### config.mk
export PLATFORM = sky130hd
export DESIGN_NAME = unsigned_radix_to_ascii
export DESIGN_NICKNAME = d
export VERILOG_FILES = /design/src/rtl/ura_pkg.sv /design/src/rtl/ura_conv.sv /design/src/rtl/ura_emit.sv /design/src/rtl/unsigned_radix_to_ascii.sv
export SDC_FILE = /design/constraint.sdc
export NUM_CORES = 1
export LEC_CHECK = 0
export BUFFER_PORTS_ARGS = -buffer_cell sky130_fd_sc_hd__buf_2
export CORE_ASPECT_RATIO = 0.5
export CORE_MARGIN = 2
export CORE_UTILIZATION = 35
export CTS_CLUSTER_DIAMETER = 50
export DETAILED_ROUTE_END_ITERATION = 10
export PLACE_DENSITY = 0.61
export SLEW_MARGIN = 20
export SYNTH_ARGS = -nofsm -noshare
export SYNTH_HDL_FRONTEND = slang
export SYNTH_SLANG_ARGS = --single-unit
### constraint.sdc
create_clock -name clk -period 9 [get_ports clk]
set_clock_uncertainty 0.05 [all_clocks]
set_input_delay 0.45 -clock clk [delete_from_list [all_inputs] [get_ports clk]]
set_output_delay 0.45 -clock clk [all_outputs]
set_load 0.03 [all_outputs]
### src/rtl/ura_pkg.sv
// shared constants, types and the digit to ascii function for the radix converter
// no dependencies
`timescale 1ns / 1ps
`default_nettype none

package ura_pkg;

  localparam int VAL_W      = 64;
  localparam int MAX_DIGITS = 22;
  localparam int DIG_W      = MAX_DIGITS * 4;
  localparam int BCD_DIGITS = 20;
  localparam int BCD_W      = BCD_DIGITS * 4;
  localparam int EXT_W      = (DIG_W > VAL_W) ? DIG_W : VAL_W;
  localparam int CNT_W      = $clog2(VAL_W);
  localparam int REM_W      = $clog2(MAX_DIGITS + 1);

  typedef enum logic [1:0] {
    FUNC_OCT    = 2'd0,
    FUNC_DEC    = 2'd1,
    FUNC_HEX_LO = 2'd2,
    FUNC_HEX_UP = 2'd3
  } func_t;

  typedef enum logic [1:0] {
    SIZE_32 = 2'd0,
    SIZE_64 = 2'd1,
    SIZE_16 = 2'd2
  } size_mode_t;

  localparam logic [6:0] ASCII_ZERO    = 7'h30;
  localparam logic [6:0] ASCII_LOWER_A = 7'h61;
  localparam logic [6:0] ASCII_UPPER_A = 7'h41;
  localparam logic [6:0] ASCII_LOWER_X = 7'h78;
  localparam logic [6:0] ASCII_UPPER_X = 7'h58;

  // converter to emitter handoff
  typedef struct packed {
    logic load;
    logic prefix;
    logic hex;
    logic upper;
  } emit_ctrl_t;

  function automatic logic [6:0] digit_char(input logic [3:0] d, input logic upper);
    logic [6:0] base;
    begin
      base = upper ? ASCII_UPPER_A : ASCII_LOWER_A;
      if (d < 4'd10) begin
        digit_char = ASCII_ZERO + {3'b000, d};
      end else begin
        digit_char = base + {3'b000, d} - 7'd10;
      end
    end
  endfunction

endpackage

`default_nettype wire

### src/rtl/ura_conv.sv
// value truncation and binary to digit conversion, bit-serial for decimal
// octal and hex digits come straight from bit groups, decimal by serial double dabble
// depends on ura_pkg
`timescale 1ns / 1ps
`default_nettype none

module ura_conv (
  input  wire logic                       clk,
  input  wire logic                       rst,
  input  wire logic                       go,
  input  wire logic [ura_pkg::VAL_W-1:0]  value,
  input  wire logic [1:0]                 func,
  input  wire logic [1:0]                 size_mode,
  input  wire logic                       alt_form,
  output logic      [ura_pkg::DIG_W-1:0]  digits,
  output ura_pkg::emit_ctrl_t             ctl
);

  typedef enum logic {
    CV_IDLE,
    CV_SHIFT
  } conv_state_t;

  conv_state_t                 state;
  logic [ura_pkg::VAL_W-1:0]   sr;
  logic [ura_pkg::BCD_W-1:0]   bcd;
  logic [ura_pkg::CNT_W-1:0]   cnt;

  logic [ura_pkg::VAL_W-1:0]   trunc;
  logic [ura_pkg::EXT_W-1:0]   ext;
  logic [ura_pkg::DIG_W-1:0]   oct_dig;
  logic [ura_pkg::DIG_W-1:0]   hex_dig;
  logic [ura_pkg::BCD_W-1:0]   adj;
  logic [ura_pkg::BCD_W-1:0]   bcd_next;

  always_comb begin
    case (size_mode)
      ura_pkg::SIZE_32: trunc = {{(ura_pkg::VAL_W-32){1'b0}}, value[31:0]};
      ura_pkg::SIZE_16: trunc = {{(ura_pkg::VAL_W-16){1'b0}}, value[15:0]};
      default:          trunc = value;
    endcase
    ext = ura_pkg::EXT_W'(trunc);
    for (int i = 0; i < ura_pkg::MAX_DIGITS; i++) begin
      oct_dig[4*i +: 4] = {1'b0, ext[3*i +: 3]};
      hex_dig[4*i +: 4] = ext[4*i +: 4];
    end
    for (int j = 0; j < ura_pkg::BCD_DIGITS; j++) begin
      adj[4*j +: 4] = (bcd[4*j +: 4] >= 4'd5) ? bcd[4*j +: 4] + 4'd3 : bcd[4*j +: 4];
    end
    bcd_next = {adj[ura_pkg::BCD_W-2:0], sr[ura_pkg::VAL_W-1]};
  end

  always_ff @(posedge clk) begin
    if (rst) begin
      state    <= CV_IDLE;
      ctl.load <= 1'b0;
    end else begin
      ctl.load <= 1'b0;
      case (state)
        CV_IDLE: begin
          if (go) begin
            ctl.prefix <= alt_form && (value != '0) && (func != ura_pkg::FUNC_DEC);
            ctl.hex    <= (func == ura_pkg::FUNC_HEX_LO) || (func == ura_pkg::FUNC_HEX_UP);
            ctl.upper  <= (func == ura_pkg::FUNC_HEX_UP);
            if (func == ura_pkg::FUNC_DEC) begin
              sr    <= trunc;
              bcd   <= '0;
              cnt   <= '0;
              state <= CV_SHIFT;
            end else begin
              digits   <= (func == ura_pkg::FUNC_OCT) ? oct_dig : hex_dig;
              ctl.load <= 1'b1;
            end
          end
        end
        CV_SHIFT: begin
          sr  <= {sr[ura_pkg::VAL_W-2:0], 1'b0};
          bcd <= bcd_next;
          cnt <= cnt + ura_pkg::CNT_W'(1);
          if (cnt == ura_pkg::CNT_W'(ura_pkg::VAL_W - 1)) begin
            digits   <= ura_pkg::DIG_W'(bcd_next);
            ctl.load <= 1'b1;
            state    <= CV_IDLE;
          end
        end
        default: state <= CV_IDLE;
      endcase
    end
  end

endmodule

`default_nettype wire

### src/rtl/ura_emit.sv
// digit shift register: skips leading zeros, sends prefix and digits one per cycle
// depends on ura_pkg
`timescale 1ns / 1ps
`default_nettype none

module ura_emit (
  input  wire logic                       clk,
  input  wire logic                       rst,
  input  wire ura_pkg::emit_ctrl_t        ctl,
  input  wire logic [ura_pkg::DIG_W-1:0]  digits,
  output logic      [6:0]                 out_char,
  output logic                            last,
  output logic                            strobe,
  output logic                            finish
);

  typedef enum logic [2:0] {
    E_IDLE,
    E_SKIP,
    E_PRE0,
    E_PREX,
    E_DIGIT
  } emit_state_t;

  emit_state_t                state;
  logic [ura_pkg::DIG_W-1:0]  dreg;
  logic [ura_pkg::REM_W-1:0]  rem;
  logic                       prefix_q;
  logic                       hex_q;
  logic                       upper_q;
  logic [3:0]                 top;

  assign top    = dreg[ura_pkg::DIG_W-1 -: 4];
  assign finish = (state == E_DIGIT) && (rem == ura_pkg::REM_W'(1));

  always_ff @(posedge clk) begin
    if (rst) begin
      state  <= E_IDLE;
      strobe <= 1'b0;
    end else begin
      strobe <= 1'b0;
      case (state)
        E_IDLE: begin
          if (ctl.load) begin
            dreg     <= digits;
            rem      <= ura_pkg::REM_W'(ura_pkg::MAX_DIGITS);
            prefix_q <= ctl.prefix;
            hex_q    <= ctl.hex;
            upper_q  <= ctl.upper;
            state    <= E_SKIP;
          end
        end
        E_SKIP: begin
          if ((top == 4'd0) && (rem > ura_pkg::REM_W'(1))) begin
            dreg <= {dreg[ura_pkg::DIG_W-5:0], 4'b0000};
            rem  <= rem - ura_pkg::REM_W'(1);
          end else begin
            state <= prefix_q ? E_PRE0 : E_DIGIT;
          end
        end
        E_PRE0: begin
          strobe   <= 1'b1;
          out_char <= ura_pkg::ASCII_ZERO;
          last     <= 1'b0;
          state    <= hex_q ? E_PREX : E_DIGIT;
        end
        E_PREX: begin
          strobe   <= 1'b1;
          out_char <= upper_q ? ura_pkg::ASCII_UPPER_X : ura_pkg::ASCII_LOWER_X;
          last     <= 1'b0;
          state    <= E_DIGIT;
        end
        E_DIGIT: begin
          strobe   <= 1'b1;
          out_char <= ura_pkg::digit_char(top, upper_q);
          last     <= (rem == ura_pkg::REM_W'(1));
          dreg     <= {dreg[ura_pkg::DIG_W-5:0], 4'b0000};
          rem      <= rem - ura_pkg::REM_W'(1);
          if (rem == ura_pkg::REM_W'(1)) begin
            state <= E_IDLE;
          end
        end
        default: state <= E_IDLE;
      endcase
    end
  end

endmodule

`default_nettype wire

### src/rtl/unsigned_radix_to_ascii.sv
// top level of the unsigned to ascii converter: busy control around ura_conv and ura_emit
// depends on ura_pkg, ura_conv, ura_emit
//
// channel   direction  handshake                     payload
// input     in         start high while busy low     value, func, size_mode, alt_form
// result    out        strobe high for one cycle     out_char, last
//
// octal and hex: the converter loads the digit register from the bit groups; the emitter
// then skips each leading zero digit (at most 21), sends each prefix character and digit
// decimal: serial double dabble (one value bit per cycle) runs before the register loads
// busy drops in the cycle of the last character, so a new transaction can start then
// synchronous active high reset returns both units to idle with no strobe pending
// the receiver cannot stall; every strobe carries one character of the transaction
`timescale 1ns / 1ps
`default_nettype none

module unsigned_radix_to_ascii (
  input  wire logic                       clk,
  input  wire logic                       rst,
  input  wire logic                       start,
  input  wire logic [ura_pkg::VAL_W-1:0]  value,
  input  wire logic [1:0]                 func,
  input  wire logic [1:0]                 size_mode,
  input  wire logic                       alt_form,
  output logic                            busy,
  output logic      [6:0]                 out_char,
  output logic                            last,
  output logic                            strobe
);

  logic                       go;
  logic                       finish;
  logic [ura_pkg::DIG_W-1:0]  digits;
  ura_pkg::emit_ctrl_t        ctl;

  assign go = start && !busy;

  always_ff @(posedge clk) begin
    if (rst) begin
      busy <= 1'b0;
    end else if (go) begin
      busy <= 1'b1;
    end else if (finish) begin
      busy <= 1'b0;
    end
  end

  ura_conv u_conv (
    .clk       (clk),
    .rst       (rst),
    .go        (go),
    .value     (value),
    .func      (func),
    .size_mode (size_mode),
    .alt_form  (alt_form),
    .digits    (digits),
    .ctl       (ctl)
  );

  ura_emit u_emit (
    .clk      (clk),
    .rst      (rst),
    .ctl      (ctl),
    .digits   (digits),
    .out_char (out_char),
    .last     (last),
    .strobe   (strobe),
    .finish   (finish)
  );

endmodule

`default_nettype wire
==> out/results.md <==
| Step | Metric | This run |
| --- | --- | --- |
| synth | Syn nets | 1341 |
| sta | Part of the cycle the worst path needs | 37.4% |
| routing | Routed via count | 10300 |
| sta | Fmax achieved | 297 MHz |
| worst setup path | Peak per-stage delay on the critical path | 920 ps |
| placement | Hpwl dp | 26.5 mm |
| clock tree | Sinks on Clock Net | 348 |
| clock tree | CTS Hold Bufs | 0 |
| routing | Via density | 5.23 |
| sta | Setup repair after global routing missed its margin | no |
| clock tree | Max Root-Sink Buffers | 3 |
| synth | Register area share after synthesis | 62.8% |
| sta | Slew at the pin closest to its max-slew limit | 1110 ps |
| floorplan | Placeable Area | 0.0467 mm^2 |
| synth | Post-Syn Instances | 1225 |
| cells and area | Fill cells | 4360 |
| worst setup path | Critical path arrival | 3450 ps |
| grt | Global-route wire length before repair | 60.5 mm |
| routing | Number of search-and-repair iterations in the first detailed-routing pass | 5 |
| worst setup path | Category of the critical setup timing path | flip-flop to flip-flop |
| hold path | Worst hold path startpoint | func[1] |
| sta | TNS Setup | 0 ps |
| power and ir drop | Pwr per Cell Area | 212 mW/mm^2 |
| clock tree | Number of levels the H-tree was split into | 2 |
| worst setup path | List of cells traversed by the critical path | a31oi_1 -> nor2_4 -> buf_4 -> buf_4 |
| grt | Pin count of the biggest net entering global routing | 84 |
| worst setup path | Data required time at the worst endpoint | 9090 ps |
| routing | Detail-routed net length per standard cell | 20.2 um |
| clock tree | CTS tree | done |
| routing | Starting DRC count in detailed routing | 766 |
| clock tree | Setup bufs post-CTS | 0 |
| synth | Top-count cell post-synth | sky130_fd_sc_hd__edfxtp_1 |
| power and ir drop | Overall power after layout | 3.96 mW |
| floorplan | Total I/O pin count | 82 |
| worst setup path | CP Capture Type | flip-flop |
| grt | Overall routing resource usage | 16.0% |
| synth | Area share of the largest cell type after synthesis | 62.0% |
| clock tree | Number of clock buffers inserted by TritonCTS | 37 |
| floorplan | Number of rows in the core area | 56 |
| floorplan | DIE WIDTH | 311 um |
| clock tree | Worst skew pair latency | 530 ps |
| routing | Number of routed nets with antenna violations | 0 |
| clock tree | Clock edge transition at the registers on the reported setup and hold paths | 60 ps |
| placement | Number of input and output port buffers inserted | 81 |
| sta | Worst slew margin | 26.2% |
| cells and area | Fraction of final layout cells sized beyond drive strength 1 | 19.2% |
| power and ir drop | Total leakage power | 6.77 nW |
| worst setup path | Critical Path Slowest Stage Cell | sky130_fd_sc_hd__buf_4 |
| sta | Final-report setup violation count | 0 |
| grt | GR Overflow Total | 0 |
| cells and area | Number of diodes | 0 |
| synth | Flip-flop cell with the highest count after synthesis | sky130_fd_sc_hd__edfxtp_1 |
| grt | Number of global-route vias before repair | 10500 |
| synth | Seq cells post-synth | 348 |
| cells and area | Growth of design area from synthesis to finish | 13.2% |
| grt | Antenna violations before repair | 1 |
| sta | Pins over their slew limit | 0 |
| synth | Post-synth top area cell | sky130_fd_sc_hd__edfxtp_1 |
| power and ir drop | Largest voltage drop on the vdd net | 0.121 mV |
| worst setup path | Max FO, Critical Path | 83 |
| sta | Final hold violation count | 0 |
| clock tree | Cell chosen for the clock root | sky130_fd_sc_hd__clkbuf_16 |
| run status | Status | complete, no violations |
| synth | Number of warnings reported in the yosys synthesis log | 0 |
| synth | Number of enable-type register cells in the synthesized netlist | 341 |
| synth | Area of the mapped netlist | 0.0165 mm^2 |
| synth | Syn avg cell area | 13.5 um^2 |
| sta | Period minus WS final | 3360 ps |
| run | Max-cap violation count | 0 |
| worst setup path | Startpoint of the worst register-to-register path | u_conv.state$_SDFF_PP0_ |
| synth | Dominant cells by area after synthesis | sky130_fd_sc_hd__edfxtp_1 62%, sky130_fd_sc_hd__mux2_2 5.7%, sky130_fd_sc_hd__ha_1 3.3%, sky130_fd_sc_hd__nand2_1 2.6%, sky130_fd_sc_hd__xnor2_1 2.0% |
| cells and area | Final net count | 1420 |
| synth | Most frequent cells after synthesis | 341 x sky130_fd_sc_hd__edfxtp_1, 113 x sky130_fd_sc_hd__nand2_1, 83 x sky130_fd_sc_hd__mux2_2, 49 x sky130_fd_sc_hd__inv_1, 46 x sky130_fd_sc_hd__a21oi_1 |
| worst setup path | Most numerous cell on the critical path | sky130_fd_sc_hd__buf_4 |
| worst setup path | Start point of the critical path | u_conv.state$_SDFF_PP0_ |
| routing | Drt drc | 0 |
| floorplan | Area enclosed by the die boundary | 0.0491 mm^2 |
| placement | Final RePlAce weighted congestion | 0.801 |
| floorplan | Die H | 158 um |
| hold path | Classification of the worst-slack hold path | primary input to flip-flop |
| clock tree | Quantity of gates resized following cts | 0 |
| floorplan | Initial standard-cell utilization of the core | 35.4% |
| worst setup path | Type of origin of the critical path | flip-flop |
| synth | Post-synthesis cell type count | 55 |
| routing | Final wirelength | 39.7 mm |
| synth | Share of synthesized registers carrying an async set or reset | 0% |
[final cells by class]
| class | count | area [um^2] | share of cell area, % |
|---|---|---|---|
| Sequential cell | 348 | 10400 | 55.5 |
| Multi-Input combinational cell | 774 | 5690 | 30.4 |
| Clock buffer | 49 | 1020 | 5.47 |
| Tap cell | 638 | 798 | 4.27 |
| Timing Repair Buffer | 94 | 503 | 2.69 |
| Inverter | 49 | 184 | 0.983 |
| Clock inverter | 18 | 129 | 0.689 |
[routing by layer]
metal	GRT usage [%]	vias up	share of wire, %
li1	-	4744	-
met1	19.5	5226	42
met2	28.9	267	50
met3	2.83	71	4.9
met4	5.01	2	2.4
met5	0	-	0.033
[critical path, delay by kind of cell, from the launching register on]
kind | cells | cell delay, ps
flip-flops | 1 | 580
AO/OA/AOI/OAI | 1 | 150
buffers and inverters | 2 | 1560
AND/OR/NAND/NOR | 1 | 530
[cell families after synthesis]
kind of cell	synth area share [%]
flip-flops	62.8
AND/OR/NAND/NOR	9.14
AO/OA/AOI/OAI	10.4
multiplexers	8.85
buffers and inverters	2.93
XOR/XNOR	2.54
adder cells (fa/ha/maj)	3.33
[sequential cells by signal, indices dropped and copies added, names as in the netlist]
signal           flops
u_emit.rem           5
u_conv.digits       84
u_emit.strobe        1
u_conv.cnt           6
u_conv.bcd          80
u_conv.ctl           4
busy                 1
u_conv.sr           64
u_emit.dreg         88
u_emit.prefix_q      1
u_emit.hex_q         1
u_emit.out_char      7
u_conv.state         1
u_emit.state         3
u_emit.last          1
u_emit.upper_q       1
[power by group]
part | switching (mW) | leakage [nW] | internal (mW)
clock network | 0.639 | 0.565 | 0.834
registers | 0.0447 | 3.22 | 1.93
logic | 0.295 | 2.99 | 0.225
total | 0.979 | 6.77 | 2.99
[final timing paths]
check | endpoint | slack [ps] | cells past startpoint
setup / recovery | u_conv.sr[27]$_DFFE_PP_ | 5640 | 4
hold / removal | u_conv.ctl[1]$_DFFE_PP_ | 130 | 1
setup reg to reg | u_conv.sr[27]$_DFFE_PP_ | 5640 | 4
hold reg to reg | u_emit.prefix_q$_DFFE_PP_ | 370 | 0
[through the flow]
stage               cells  area, um^2  worst slack (ps)  utilization, %  hold slack (ps)
floorplan            1225       16500              1280               -              350
global placement     1903       17600              5420            37.6              359
detailed placement   1903       17600              5330            37.6              361
CTS                  1970       18700              5580            40.0              112
global route         1970       18700              5400            40.0              119
finish               1970       18700              5640            40.0              131
[cells in the final DEF, fill, tap and decap left out, types with 41 or more instances in the layout]
cell                       instances
sky130_fd_sc_hd__mux2_2           83
sky130_fd_sc_hd__o21ai_0          41
sky130_fd_sc_hd__a21oi_1          46
sky130_fd_sc_hd__nand2_1         113
sky130_fd_sc_hd__ha_1             44
sky130_fd_sc_hd__edfxtp_1        341
sky130_fd_sc_hd__a21o_1           44
sky130_fd_sc_hd__nor2_1           42
sky130_fd_sc_hd__inv_1            48
sky130_fd_sc_hd__buf_2            81
(Power assumes the default switching activity.)
